===== config.mk =====
export PLATFORM = sky130hd
export DESIGN_NAME = mavg_queue
export DESIGN_NICKNAME = d
export VERILOG_FILES = /design/src/design/mavg_pkg.sv /design/src/design/mavg_queue.sv
export SDC_FILE = /design/constraint.sdc
export NUM_CORES = 1
export LEC_CHECK = 0
export BUFFER_PORTS_ARGS = -buffer_cell sky130_fd_sc_hd__buf_2
export CORE_MARGIN = 2
export CORE_UTILIZATION = 58
export CTS_BUF_LIST = sky130_fd_sc_hd__clkbuf_8
export DETAILED_ROUTE_END_ITERATION = 6
export PLACE_DENSITY = 0.87
export SLEW_MARGIN = 20
export SYNTH_ARGS = -nofsm -noshare
export SYNTH_HDL_FRONTEND = slang
export SYNTH_SLANG_ARGS = --single-unit
export TNS_END_PERCENT = 20

===== constraint.sdc =====
create_clock -name clock -period 5.8 [get_ports clock]
set_input_delay 0.29 -clock clock [delete_from_list [all_inputs] [get_ports clock]]
set_output_delay 0.29 -clock clock [all_outputs]
set_load 0.02 [all_outputs]

===== src/design/mavg_pkg.sv =====
package mavg_pkg;

   // Fixed widths of the block's fields and registers
   localparam int DATA_BITS     = 32;
   localparam int SUM_BITS      = 40;
   localparam int LEN_BITS      = 9;
   localparam int CSR_ADDR_BITS = 4;

   // Defaults for the top-level parameters
   localparam int WINDOW_MAX_DEFAULT  = 256;
   localparam int SAMPLE_BITS_DEFAULT = 32;

   // Divider: quotient bits resolved per cycle, and cycles per division
   localparam int DIV_STEPS    = 4;
   localparam int DIV_CYCLES   = SUM_BITS / DIV_STEPS;
   localparam int DIV_CNT_BITS = $clog2(DIV_CYCLES);

   // Depth of the queue between front and back (power of two)
   localparam int QUEUE_DEPTH = 2;
   localparam int QUEUE_PTR_BITS = (QUEUE_DEPTH > 1) ? $clog2(QUEUE_DEPTH) : 1;

   // Register indexes, taken from paddr[3:2]
   typedef logic [1:0] reg_index_type;
   localparam reg_index_type REG_WINDOW_LENGTH   = 2'd0;
   localparam reg_index_type REG_INITIAL_VALUE   = 2'd1;
   localparam reg_index_type REG_FILL_WITH_FIRST = 2'd2;

   typedef enum logic {
      FR_IDLE,
      FR_UPDATE
   } front_state_type;

   typedef enum logic [1:0] {
      BK_IDLE,
      BK_DIV,
      BK_FINISH
   } back_state_type;

   // One updated window sum, waiting for its division
   typedef struct packed {
      logic signed [SUM_BITS-1:0] sum;
      logic [LEN_BITS-1:0]        len;
   } entry_type;

endpackage


===== src/design/mavg_queue.sv =====
module mavg_queue (
   input  logic                clock,
   input  logic                reset,
   input  logic                wr_push,
   input  mavg_pkg::entry_type wr_entry,
   output logic                wr_full,
   input  logic                rd_pop,
   output mavg_pkg::entry_type rd_entry,
   output logic                rd_empty
);
   import mavg_pkg::*;

   entry_type                 slots [QUEUE_DEPTH];
   logic [QUEUE_PTR_BITS-1:0] wr_ptr_ff, wr_ptr_in;
   logic [QUEUE_PTR_BITS-1:0] rd_ptr_ff, rd_ptr_in;
   logic [QUEUE_PTR_BITS:0]   count_ff, count_in;
   logic                      do_push;
   logic                      do_pop;

   assign wr_full  = (count_ff == (QUEUE_PTR_BITS + 1)'(QUEUE_DEPTH));
   assign rd_empty = (count_ff == '0);
   assign rd_entry = slots[rd_ptr_ff];
   assign do_push  = wr_push && !wr_full;
   assign do_pop   = rd_pop && !rd_empty;

   always_comb begin
      wr_ptr_in = do_push ? wr_ptr_ff + QUEUE_PTR_BITS'(1) : wr_ptr_ff;
      rd_ptr_in = do_pop ? rd_ptr_ff + QUEUE_PTR_BITS'(1) : rd_ptr_ff;
      count_in  = count_ff;
      if (do_push && !do_pop) begin
         count_in = count_ff + (QUEUE_PTR_BITS + 1)'(1);
      end else if (do_pop && !do_push) begin
         count_in = count_ff - (QUEUE_PTR_BITS + 1)'(1);
      end
   end

   always_ff @(posedge clock) begin
      if (reset) begin
         wr_ptr_ff <= '0;
         rd_ptr_ff <= '0;
         count_ff  <= '0;
      end else begin
         wr_ptr_ff <= wr_ptr_in;
         rd_ptr_ff <= rd_ptr_in;
         count_ff  <= count_in;
      end
   end

   always_ff @(posedge clock) begin
      if (do_push) begin
         slots[wr_ptr_ff] <= wr_entry;
      end
   end

endmodule


==> flow_summary.toml <==
[layout]
num_antenna_cells = 0
synthToLayoutAreaGrowth_pct = 20.2
final-seq-area_um2 = 3050
final_nets = 341
layout_common_cells = "103 x buf_2, 98 x edfxtp_1, 49 x mux2_2, 9 x clkbuf_8, 5 x nor2_1"
fillerInstances = 433
layout_commonest_cell = "buf_2"
multiInputGateArea_um2 = 663
layout-drive-gt1-share_pct = 58.6
layout.core_utilization_pct = 71.3

[pwr]
pwr_density_cell_nw_per_um2 = 427
relative_contribution_of_the_clock_network_to_total_power_pct = 19.6
p_int_mw = 1.32
max-vdd-ir-drop_uv = 351
p_sw_share_pct = 31.6
p_leak_nw = 1.70
sequentialPowerShare_pct = 52.6
pwr-share-comb_pct = 27.7
sw_pwr_mw = 0.607

[synth]
syn-cell-area_um2 = 3750
combinational_family_with_the_most_area_after_synthesis = "multiplexers"
total_of_flip_flops_plus_latches_after_synthesis = 103
synthCells = 177
synthSimpleGateAreaFrac_pct = 1.24
synth-xor-area-share_pct = 0.701
synth_sequential_area_ratio_pct = 81.2
count_of_warnings_emitted_by_yosys = 0
synth_cell_type_count = 15
mean_area_per_synthesized_cell_um2 = 21.2
yosys.area_share.adder_pct = 0.334
synth_compound_area_share_pct = 0.668
post_synth_mux_area_share_pct = 14.7
mappedNetlistNets = 231

[grt]
grt_antenna_before_repair = 0
grt_max_degree = 50
global_route_wire_length_before_repair_mm = 9.44
via_count_of_the_first_global_routing_pass = 1980
globalRouteOverflowTotal = 0
groute.usage.overall_pct = 17.7

[critical_path]
critPathMaxFanout = 49
start_kind = "flop"
critPathCapture = "rd_entry[13]"
crit_chain = "mux2_2 > buf_2"
critPathArrivalTime_ps = 1740
rr_endpoint = "slots[1][11]"
crit-reg2reg-launch = "count_ff[1]"
critical_path_required_ps = 5510
ff2ff_path_depth = 4
critical-path-slowest-cell = "dfxtp_4"
setup.worst_path.class = "flop to output port"
worst-r2r-setup-slack_ps = 3830
worstSetupEndpointType = "output port"
slowest_delay_ps = 770

[detailed_routing]
routed_length_per_instance_um = 16.7
routed_wl_mm = 6.15
drc_violation_count_after_routing = 0
antenna_left = 0
vias_per_cell = 5.25
total_via_count_in_the_routed_design = 1938
drt-initial-drc-count = 128
drt_pre_antenna_iters = 4

[floorplanning]
initial_core_util_pct = 59.3
coreArea_um2 = 6310
die_w_um = 84.4
dieArea_um2 = 7120
vertical_die_dimension_um = 84.4
row_count = 29
top_level_port_count = 104

[outcome]
outcome = "complete, no violations"

[run]
max_cap_viol_count = 0

[timing]
finalClockSkew_ps = 6.97
grt_setup_unrepaired = "no"
hold_viol = 0
final-setup-viol-count = 0
timing.final.crit_period_ps = 2030
max_freq_ghz = 0.492
timing.setup.tns_ps = 0
max-slew-margin-rel_pct = 43.2
slew_at_the_pin_with_the_worst_max_slew_slack_ps = 851
post-route-period-util_pct = 35.0
slew_violations = 0

[clock_network]
clock_sink_count = 103
tritoncts = "yes"
cts_inserted_buffers = 9
clk_pin_slew_ps = 90
hold_buffers = 0
worst_skew_pair.late_latency_ps = 350
cts_post_setup_buffers_inserted = 0
clock_tree.buffer_depth = 2
clock_tree.root_cell = "clkbuf_8"
cts_resizes = 0
cts_htree_levels = 3

[place]
gp_congestion = 0.766
place.port_buffers = 103
total_half_perimeter_wirelength_after_legalization_and_detailed_placement_mm = 4.00

[hold_path]
timing.hold.worst.class = "input port to flop"
## power groups by stage
stage	clock network, mW	logic [mW]	registers (mW)
2_1_floorplan	0	0.421	0.975
6_report	0.378	0.534	1.01
3_3_place_gp	0	0.533	1.02
4_1_cts	0.387	0.543	1.01
3_5_place_dp	0	0.540	1.03
5_1_grt	0.421	0.571	1.03
## through the flow
| stage | cells | instance area, um^2 | total power, mW | setup WS [ps] | hold WS [ps] |
|---|---|---|---|---|---|
| after CTS | 369 | 4500 | 1.94 | 3400 | 106 |
| after global placement | 353 | 4330 | 1.55 | 3780 | 475 |
| after detailed placement | 353 | 4330 | 1.57 | 3750 | 481 |
| final | 369 | 4500 | 1.92 | 3770 | 123 |
| after floorplan | 177 | 3750 | 1.40 | 3550 | 359 |
| after global routing | 369 | 4500 | 2.02 | 3640 | 91.8 |
## logic make-up (layout without fill, tap and decap cells)
logic type,Yosys count,after routing
xor+xnor,3,3
compound gates,5,5
flops,103,103
fa+ha+maj,1,1
mux,49,49
simple gates,9,9
buf+inv,7,122
## state kept, by name, summed over array words and instances, names as in the netlist, named ones only
register and count:
rd_ptr_ff 1, slots 98, count_ff 2, wr_ptr_ff 1
## worst min-delay path by stage
stage,start,end,slack [ps],cells after the start
after global placement,wr_ptr_ff,wr_ptr_ff,480,2
final,wr_entry[29],slots[1][29],120,1
after CTS,wr_entry[1],slots[0][1],110,1
after global routing,wr_entry[1],slots[1][1],90,1
after floorplan,reset,count_ff[1],360,1
after detailed placement,wr_ptr_ff,wr_ptr_ff,480,2
## layout make-up
| cell class | count | share of cell area [%] |
|---|---|---|
| clock inverter | 7 | 0.944 |
| sequential | 103 | 67.6 |
| tap | 77 | 2.14 |
| timing repair buffer | 104 | 11.6 |
| clock buffer | 9 | 2.75 |
| multi-input combinational | 67 | 14.7 |
| inverter | 2 | 0.194 |
## critical path, delay by kind of cell, from the launching register on
family,cells,cell delay [ps]
DFF,1,770
muxes,1,420
buffers and inverters,1,160
## routing by layer
metal / GRT usage, % / vias to the layer above / part of all wire, %
met4: 6.93 / 0 / 1.0
met2: 29.6 / 71 / 52
li1: - / 905 / -
met1: 22.4 / 954 / 41
met3: 4.82 / 8 / 5.6
met5: 0 / - / 0
## synth_stat cells, drive strengths merged
master,instances,area (um^2)
inv,2,7.51
and2,1,6.26
mux2,49,552
or3,2,12.5
nor2,5,18.8
nor2b,1,8.76
edfxtp,98,2940
dfxtp,5,100
o21ai,3,15.0
buf,5,33.8
xor2,3,26.3
a21oi,2,10.0
ha,1,12.5
(Power assumes the default switching activity.)
