[src/design/mavg_pkg.sv]
package mavg_pkg;

   // Fixed widths of the block's fields and registers
   localparam int DATA_BITS     = 32;
   localparam int SUM_BITS      = 40;
   localparam int LEN_BITS      = 9;
   localparam int CSR_ADDR_BITS = 4;

   // Defaults for the top-level parameters
   localparam int WINDOW_MAX_DEFAULT  = 256;
   localparam int SAMPLE_BITS_DEFAULT = 32;

   // Divider: quotient bits resolved per cycle, and cycles per division
   localparam int DIV_STEPS    = 4;
   localparam int DIV_CYCLES   = SUM_BITS / DIV_STEPS;
   localparam int DIV_CNT_BITS = $clog2(DIV_CYCLES);

   // Depth of the queue between front and back (power of two)
   localparam int QUEUE_DEPTH = 2;
   localparam int QUEUE_PTR_BITS = (QUEUE_DEPTH > 1) ? $clog2(QUEUE_DEPTH) : 1;

   // Register indexes, taken from paddr[3:2]
   typedef logic [1:0] reg_index_type;
   localparam reg_index_type REG_WINDOW_LENGTH   = 2'd0;
   localparam reg_index_type REG_INITIAL_VALUE   = 2'd1;
   localparam reg_index_type REG_FILL_WITH_FIRST = 2'd2;

   typedef enum logic {
      FR_IDLE,
      FR_UPDATE
   } front_state_type;

   typedef enum logic [1:0] {
      BK_IDLE,
      BK_DIV,
      BK_FINISH
   } back_state_type;

   // One updated window sum, waiting for its division
   typedef struct packed {
      logic signed [SUM_BITS-1:0] sum;
      logic [LEN_BITS-1:0]        len;
   } entry_type;

endpackage

[src/design/mavg_back.sv]
module mavg_back #(
   parameter int SAMPLE_BITS = mavg_pkg::SAMPLE_BITS_DEFAULT
) (
   input  logic                           clock,
   input  logic                           reset,
   input  mavg_pkg::entry_type            q_entry,
   input  logic                           q_empty,
   output logic                           q_pop,
   output logic                           rsp_empty,
   input  logic                           rsp_pop,
   output logic [mavg_pkg::DATA_BITS-1:0] rsp_average
);
   import mavg_pkg::*;

   localparam longint SAT_HI = (64'sd1 <<< (SAMPLE_BITS - 1)) - 64'sd1;
   localparam longint SAT_LO = -SAT_HI - 64'sd1;
   localparam logic signed [SUM_BITS:0] SAT_HI_W = (SUM_BITS + 1)'(SAT_HI);
   localparam logic signed [SUM_BITS:0] SAT_LO_W = (SUM_BITS + 1)'(SAT_LO);

   back_state_type state_ff, state_in;

   logic                    neg_ff;
   logic [SUM_BITS-1:0]     quot_ff;
   logic [LEN_BITS-1:0]     rem_ff;
   logic [LEN_BITS-1:0]     div_ff;
   logic [DIV_CNT_BITS-1:0] cnt_ff, cnt_in;
   logic [DATA_BITS-1:0]    avg_ff;
   logic                    valid_ff, valid_in;

   logic                    load_div;
   logic                    step_en;
   logic                    load_out;
   logic                    last_step;
   logic [SUM_BITS-1:0]     mag;
   logic [LEN_BITS:0]       r;
   logic [SUM_BITS-1:0]     dq;
   logic [LEN_BITS-1:0]     rem_step;
   logic [SUM_BITS-1:0]     quot_step;
   logic signed [SUM_BITS:0] q_signed;
   logic signed [SUM_BITS:0] q_sat;

   assign last_step = (cnt_ff == DIV_CNT_BITS'(DIV_CYCLES - 1));

   // Next state
   always_comb begin
      case (state_ff)
         BK_IDLE:   state_in = q_empty ? BK_IDLE : BK_DIV;
         BK_DIV:    state_in = last_step ? BK_FINISH : BK_DIV;
         BK_FINISH: state_in = (!valid_ff || rsp_pop) ? BK_IDLE : BK_FINISH;
         default:   state_in = BK_IDLE;
      endcase
   end

   // Outputs
   always_comb begin
      load_div = 1'b0;
      step_en  = 1'b0;
      load_out = 1'b0;
      case (state_ff)
         BK_IDLE:   load_div = !q_empty;
         BK_DIV:    step_en  = 1'b1;
         BK_FINISH: load_out = !valid_ff || rsp_pop;
         default:   load_div = 1'b0;
      endcase
   end

   assign q_pop = load_div;

   // Divide the magnitude, fix the sign afterwards
   assign mag = q_entry.sum[SUM_BITS-1] ? SUM_BITS'(-q_entry.sum) : SUM_BITS'(q_entry.sum);

   // Restoring division, DIV_STEPS quotient bits per cycle
   always_comb begin
      r  = {1'b0, rem_ff};
      dq = quot_ff;
      for (int k = 0; k < DIV_STEPS; k++) begin
         r  = {r[LEN_BITS-1:0], dq[SUM_BITS-1]};
         dq = {dq[SUM_BITS-2:0], 1'b0};
         if (r >= {1'b0, div_ff}) begin
            r     = r - {1'b0, div_ff};
            dq[0] = 1'b1;
         end
      end
      rem_step  = r[LEN_BITS-1:0];
      quot_step = dq;
   end

   // Restore sign and saturate to the sample range
   always_comb begin
      q_signed = neg_ff ? -signed'({1'b0, quot_ff}) : signed'({1'b0, quot_ff});
      if (q_signed > SAT_HI_W) begin
         q_sat = SAT_HI_W;
      end else if (q_signed < SAT_LO_W) begin
         q_sat = SAT_LO_W;
      end else begin
         q_sat = q_signed;
      end
   end

   always_comb begin
      cnt_in = cnt_ff;
      if (load_div) begin
         cnt_in = '0;
      end else if (step_en) begin
         cnt_in = cnt_ff + DIV_CNT_BITS'(1);
      end
      valid_in = valid_ff;
      if (load_out) begin
         valid_in = 1'b1;
      end else if (rsp_pop) begin
         valid_in = 1'b0;
      end
   end

   always_ff @(posedge clock) begin
      if (reset) begin
         state_ff <= BK_IDLE;
         cnt_ff   <= '0;
         valid_ff <= 1'b0;
      end else begin
         state_ff <= state_in;
         cnt_ff   <= cnt_in;
         valid_ff <= valid_in;
      end
   end

   always_ff @(posedge clock) begin
      if (load_div) begin
         neg_ff  <= q_entry.sum[SUM_BITS-1];
         quot_ff <= mag;
         rem_ff  <= '0;
         div_ff  <= q_entry.len;
      end else if (step_en) begin
         quot_ff <= quot_step;
         rem_ff  <= rem_step;
      end
      if (load_out) begin
         avg_ff <= DATA_BITS'(q_sat);
      end
   end

   assign rsp_empty   = !valid_ff;
   assign rsp_average = avg_ff;

endmodule

[config.mk]
export PLATFORM = sky130hd
export DESIGN_NAME = mavg_back
export DESIGN_NICKNAME = d
export VERILOG_FILES = /design/src/design/mavg_pkg.sv /design/src/design/mavg_back.sv
export SDC_FILE = /design/constraint.sdc
export NUM_CORES = 1
export LEC_CHECK = 0
export ABC_AREA = 1
export BUFFER_PORTS_ARGS = -buffer_cell sky130_fd_sc_hd__buf_4
export CORE_UTILIZATION = 35
export CTS_BUF_LIST = sky130_fd_sc_hd__clkbuf_8
export CTS_CLUSTER_SIZE = 25
export DETAILED_ROUTE_END_ITERATION = 8
export GPL_ROUTABILITY_DRIVEN = 0
export PLACE_DENSITY = 0.58
export SYNTH_ARGS = -nofsm -noshare
export SYNTH_HDL_FRONTEND = slang
export SYNTH_SLANG_ARGS = --single-unit
[constraint.sdc]
create_clock -name clock -period 6.4 [get_ports clock]
set_input_delay 0.64 -clock clock [delete_from_list [all_inputs] [get_ports clock]]
set_output_delay 0.64 -clock clock [all_outputs]
set_load 0.005 [all_outputs]
==> metrics.txt <==
run status completed; post-synthesis cell type count 54; Vias a little under 9,000; post-route insts no fill between 1,500 and 2,000; pin count of the biggest net entering global routing 65; Crit path largest cell delay 0.43 ns; Die Y approximately 160 µm; fill cell count 2,552; Max clock buf depth 2; worst hold path depth 1; Setup CP Type reg -> reg; GRT Overall Usage between 10% and 20%; Reg2Reg Depth 44; Worst setup SP type flop; critical path depth 44; min Tclk post-route 6.18 ns; Synth Register Bits 98; Initial DRC Count 761; io pins just under 90; Nets between 1,500 and 2,000; Starting Density between 30 and 40%; Fmax ~160 MHz; Worst Path Buf+Inv 8; CTS tree built; CTS buffer count 9; Synth Flop Type edfxtp_1; ANT cells 0; fin crit share 96.6%; aggregate negative setup slack 0 ns; Crit-path slowest cell fa_2; Worst EP arrival approximately 6.5 ns; cell mode on critical path nand2_1; post-DR vias/cell 4.90; latest clock arrival within the worst-skew pair slightly above 0.4 ns; Final ANT Viol Nets 0; setup violators final 0; Layout area overhead 25.5%; Slew HR between 40 and 50%; area of the mapped netlist 8910 µm²; CP delay by family, top simple AND/OR/NAND/NOR gates; MaxCap Viol Count 0; Hold WC Path Type in -> reg; Die Area around 26,000 µm²; syn_nets approximately 1,400; leading area contributor after synthesis edfxtp_1; fraction of registers with async set/reset 0%; # H-tree levels 3; count of final hold-check violations 0; register area share after synthesis roughly 31%; clk root buf clkbuf_8; DP HPWL ~20 mm; clk_skew about 0.038 ns; final WL ~26 mm; # DRC 0; Core Box Area between 20,000 and 30,000 µm²; grt ovf 0; Synth area leaders edfxtp_1 (28%), nand2_1 (16%), inv_1 (6.1%), nor2_1 (5.8%), ha_1 (5.6%); Reg clk slew, reported paths between 0.1 and 0.15 ns; Die Wd 162 µm; worst path required time about 6.7 ns; drt wl/cell around 14 µm; Placed Cells about 1,700; total clock sinks 98; worst-margin pin slew ~0.9 ns; I/O Buffers 86; Mean Syn Cell Area between 6 and 7 µm²; largest fanout on the critical path 7; Slew Viols, Final 0; number of enable flip-flop cells after synthesis 82; share of post-route cells with drive strength above 1 between 20% and 30%; CP Capture Type flop; Placement Rows between 50 and 60; Yosys top cell area share 27.6%; Setup WS pre-CTS -0.0843 ns; vias in the first global route 7,940; initial antenna violation count 0; first-pass GRT wire length 40.6 mm; warnings from Yosys 0; Post-Syn Instances 1,282; setup ws final approximately 0.22 ns; iteration count of the initial detailed-routing pass 5
## worst register-to-register path: cells and delay by family, from the launching register on
kind	cells	cell delay (ns)
and+or+nand+nor	22	1.87
adders and majority gates	5	1.39
AOI/OAI and AO/OA	8	1.30
buffers and inverters	8	0.90
DFF	1	0.42
xor gates and xnor gates	1	0.20
## cells in the mapped netlist (all sizes together) (4+ instances only)
| cell type | count |
|---|---|
| nand3b | 10 |
| o21ai | 72 |
| nor3 | 15 |
| a31oi | 7 |
| nand4 | 32 |
| dfxtp | 16 |
| xnor2 | 24 |
| buf | 15 |
| fa | 4 |
| edfxtp | 82 |
| clkbuf | 14 |
| nor2 | 158 |
| o31ai | 4 |
| nand2 | 430 |
| nand3 | 101 |
| xor2 | 45 |
| ha | 40 |
| inv | 150 |
| a21oi | 38 |
## cell type report
type	count	area (µm²)	share of cell area, %
multi-input cells	1008	5850	52.3
flip-flops and latches	98	2780	24.9
repair buffers	179	1360	12.2
inverters	150	563	5.04
well taps	330	413	3.69
clock buffers	9	124	1.11
clock inverters	7	86.3	0.772
## cell usage in the layout (no fill, tap or decap), types with 10 or more instances in the layout
cell type  count
a21oi_1       28
buf_4        175
dfxtp_1       16
edfxtp_1      82
ha_1          24
ha_4          15
inv_1        136
inv_2         14
nand2_1      374
nand2_2       55
nand3_1       90
nand4_1       32
nor2_1       134
nor2_2        16
nor3_1        10
o21ai_0       48
o21ai_2       13
xnor2_1       24
xor2_1        45
## final timing paths
kind	from	endpoint	slack [ns]
min reg2reg	rem_ff[5]	rem_ff[5]	0.52
max	quot_ff[39]	rem_ff[7]	0.22
min	q_entry[5]	div_ff[5]	0.40
max reg2reg	quot_ff[39]	rem_ff[7]	0.22
## state kept, by name, indices dropped and copies added, names as in the netlist
| name | cells |
|---|---|
| valid_ff | 1 |
| cnt_ff | 4 |
| state_ff | 2 |
| div_ff | 9 |
| rem_ff | 9 |
| neg_ff | 1 |
| quot_ff | 40 |
| rsp_average | 32 |
## cells by family (layout without fill, tap and decap cells)
| logic type | Yosys count | after routing | synth area share, % |
|---|---|---|---|
| buffers and inverters | 179 | 345 | 7.99 |
| DFF | 98 | 98 | 31.2 |
| xor gates and xnor gates | 69 | 69 | 6.79 |
| adders and majority gates | 44 | 44 | 6.52 |
| AOI/OAI and AO/OA | 137 | 137 | 9.12 |
| and+or+nand+nor | 755 | 758 | 38.3 |
## through the flow
stage	utilization (%)	area, µm²	hold slack, ns
3_5_place_dp	41.4	10400	0.468
3_3_place_gp	41.4	10400	0.475
4_1_cts	42.4	10600	0.382
6_report	44.6	11200	0.396
5_1_grt	44.6	11200	0.381
2_1_floorplan	-	8920	0.445
## per-layer routing
layer / vias up / routed length [µm] / part of all wire (%) / GRT usage, %
met3: 24 / 1430 / 5.5 / 2.77
li1: 4518 / - / - / -
met2: 238 / 11100 / 43 / 30.1
met4: 0 / 314 / 1.2 / 4.12
met1: 3955 / 12900 / 50 / 29.1
met5: - / 0 / 0 / 0
## what timing repair did
item,CTS,global route
gates cloned,0,3
buffers inserted,1,20
setup endpoints to repair,9,10
resized for setup,5,86
pin swaps,2,20
hold buffers,0,0
Power is left out: the tool's default activity adds up to more than one toggle a clock period on the data nets, which glitch-free logic cannot reach.
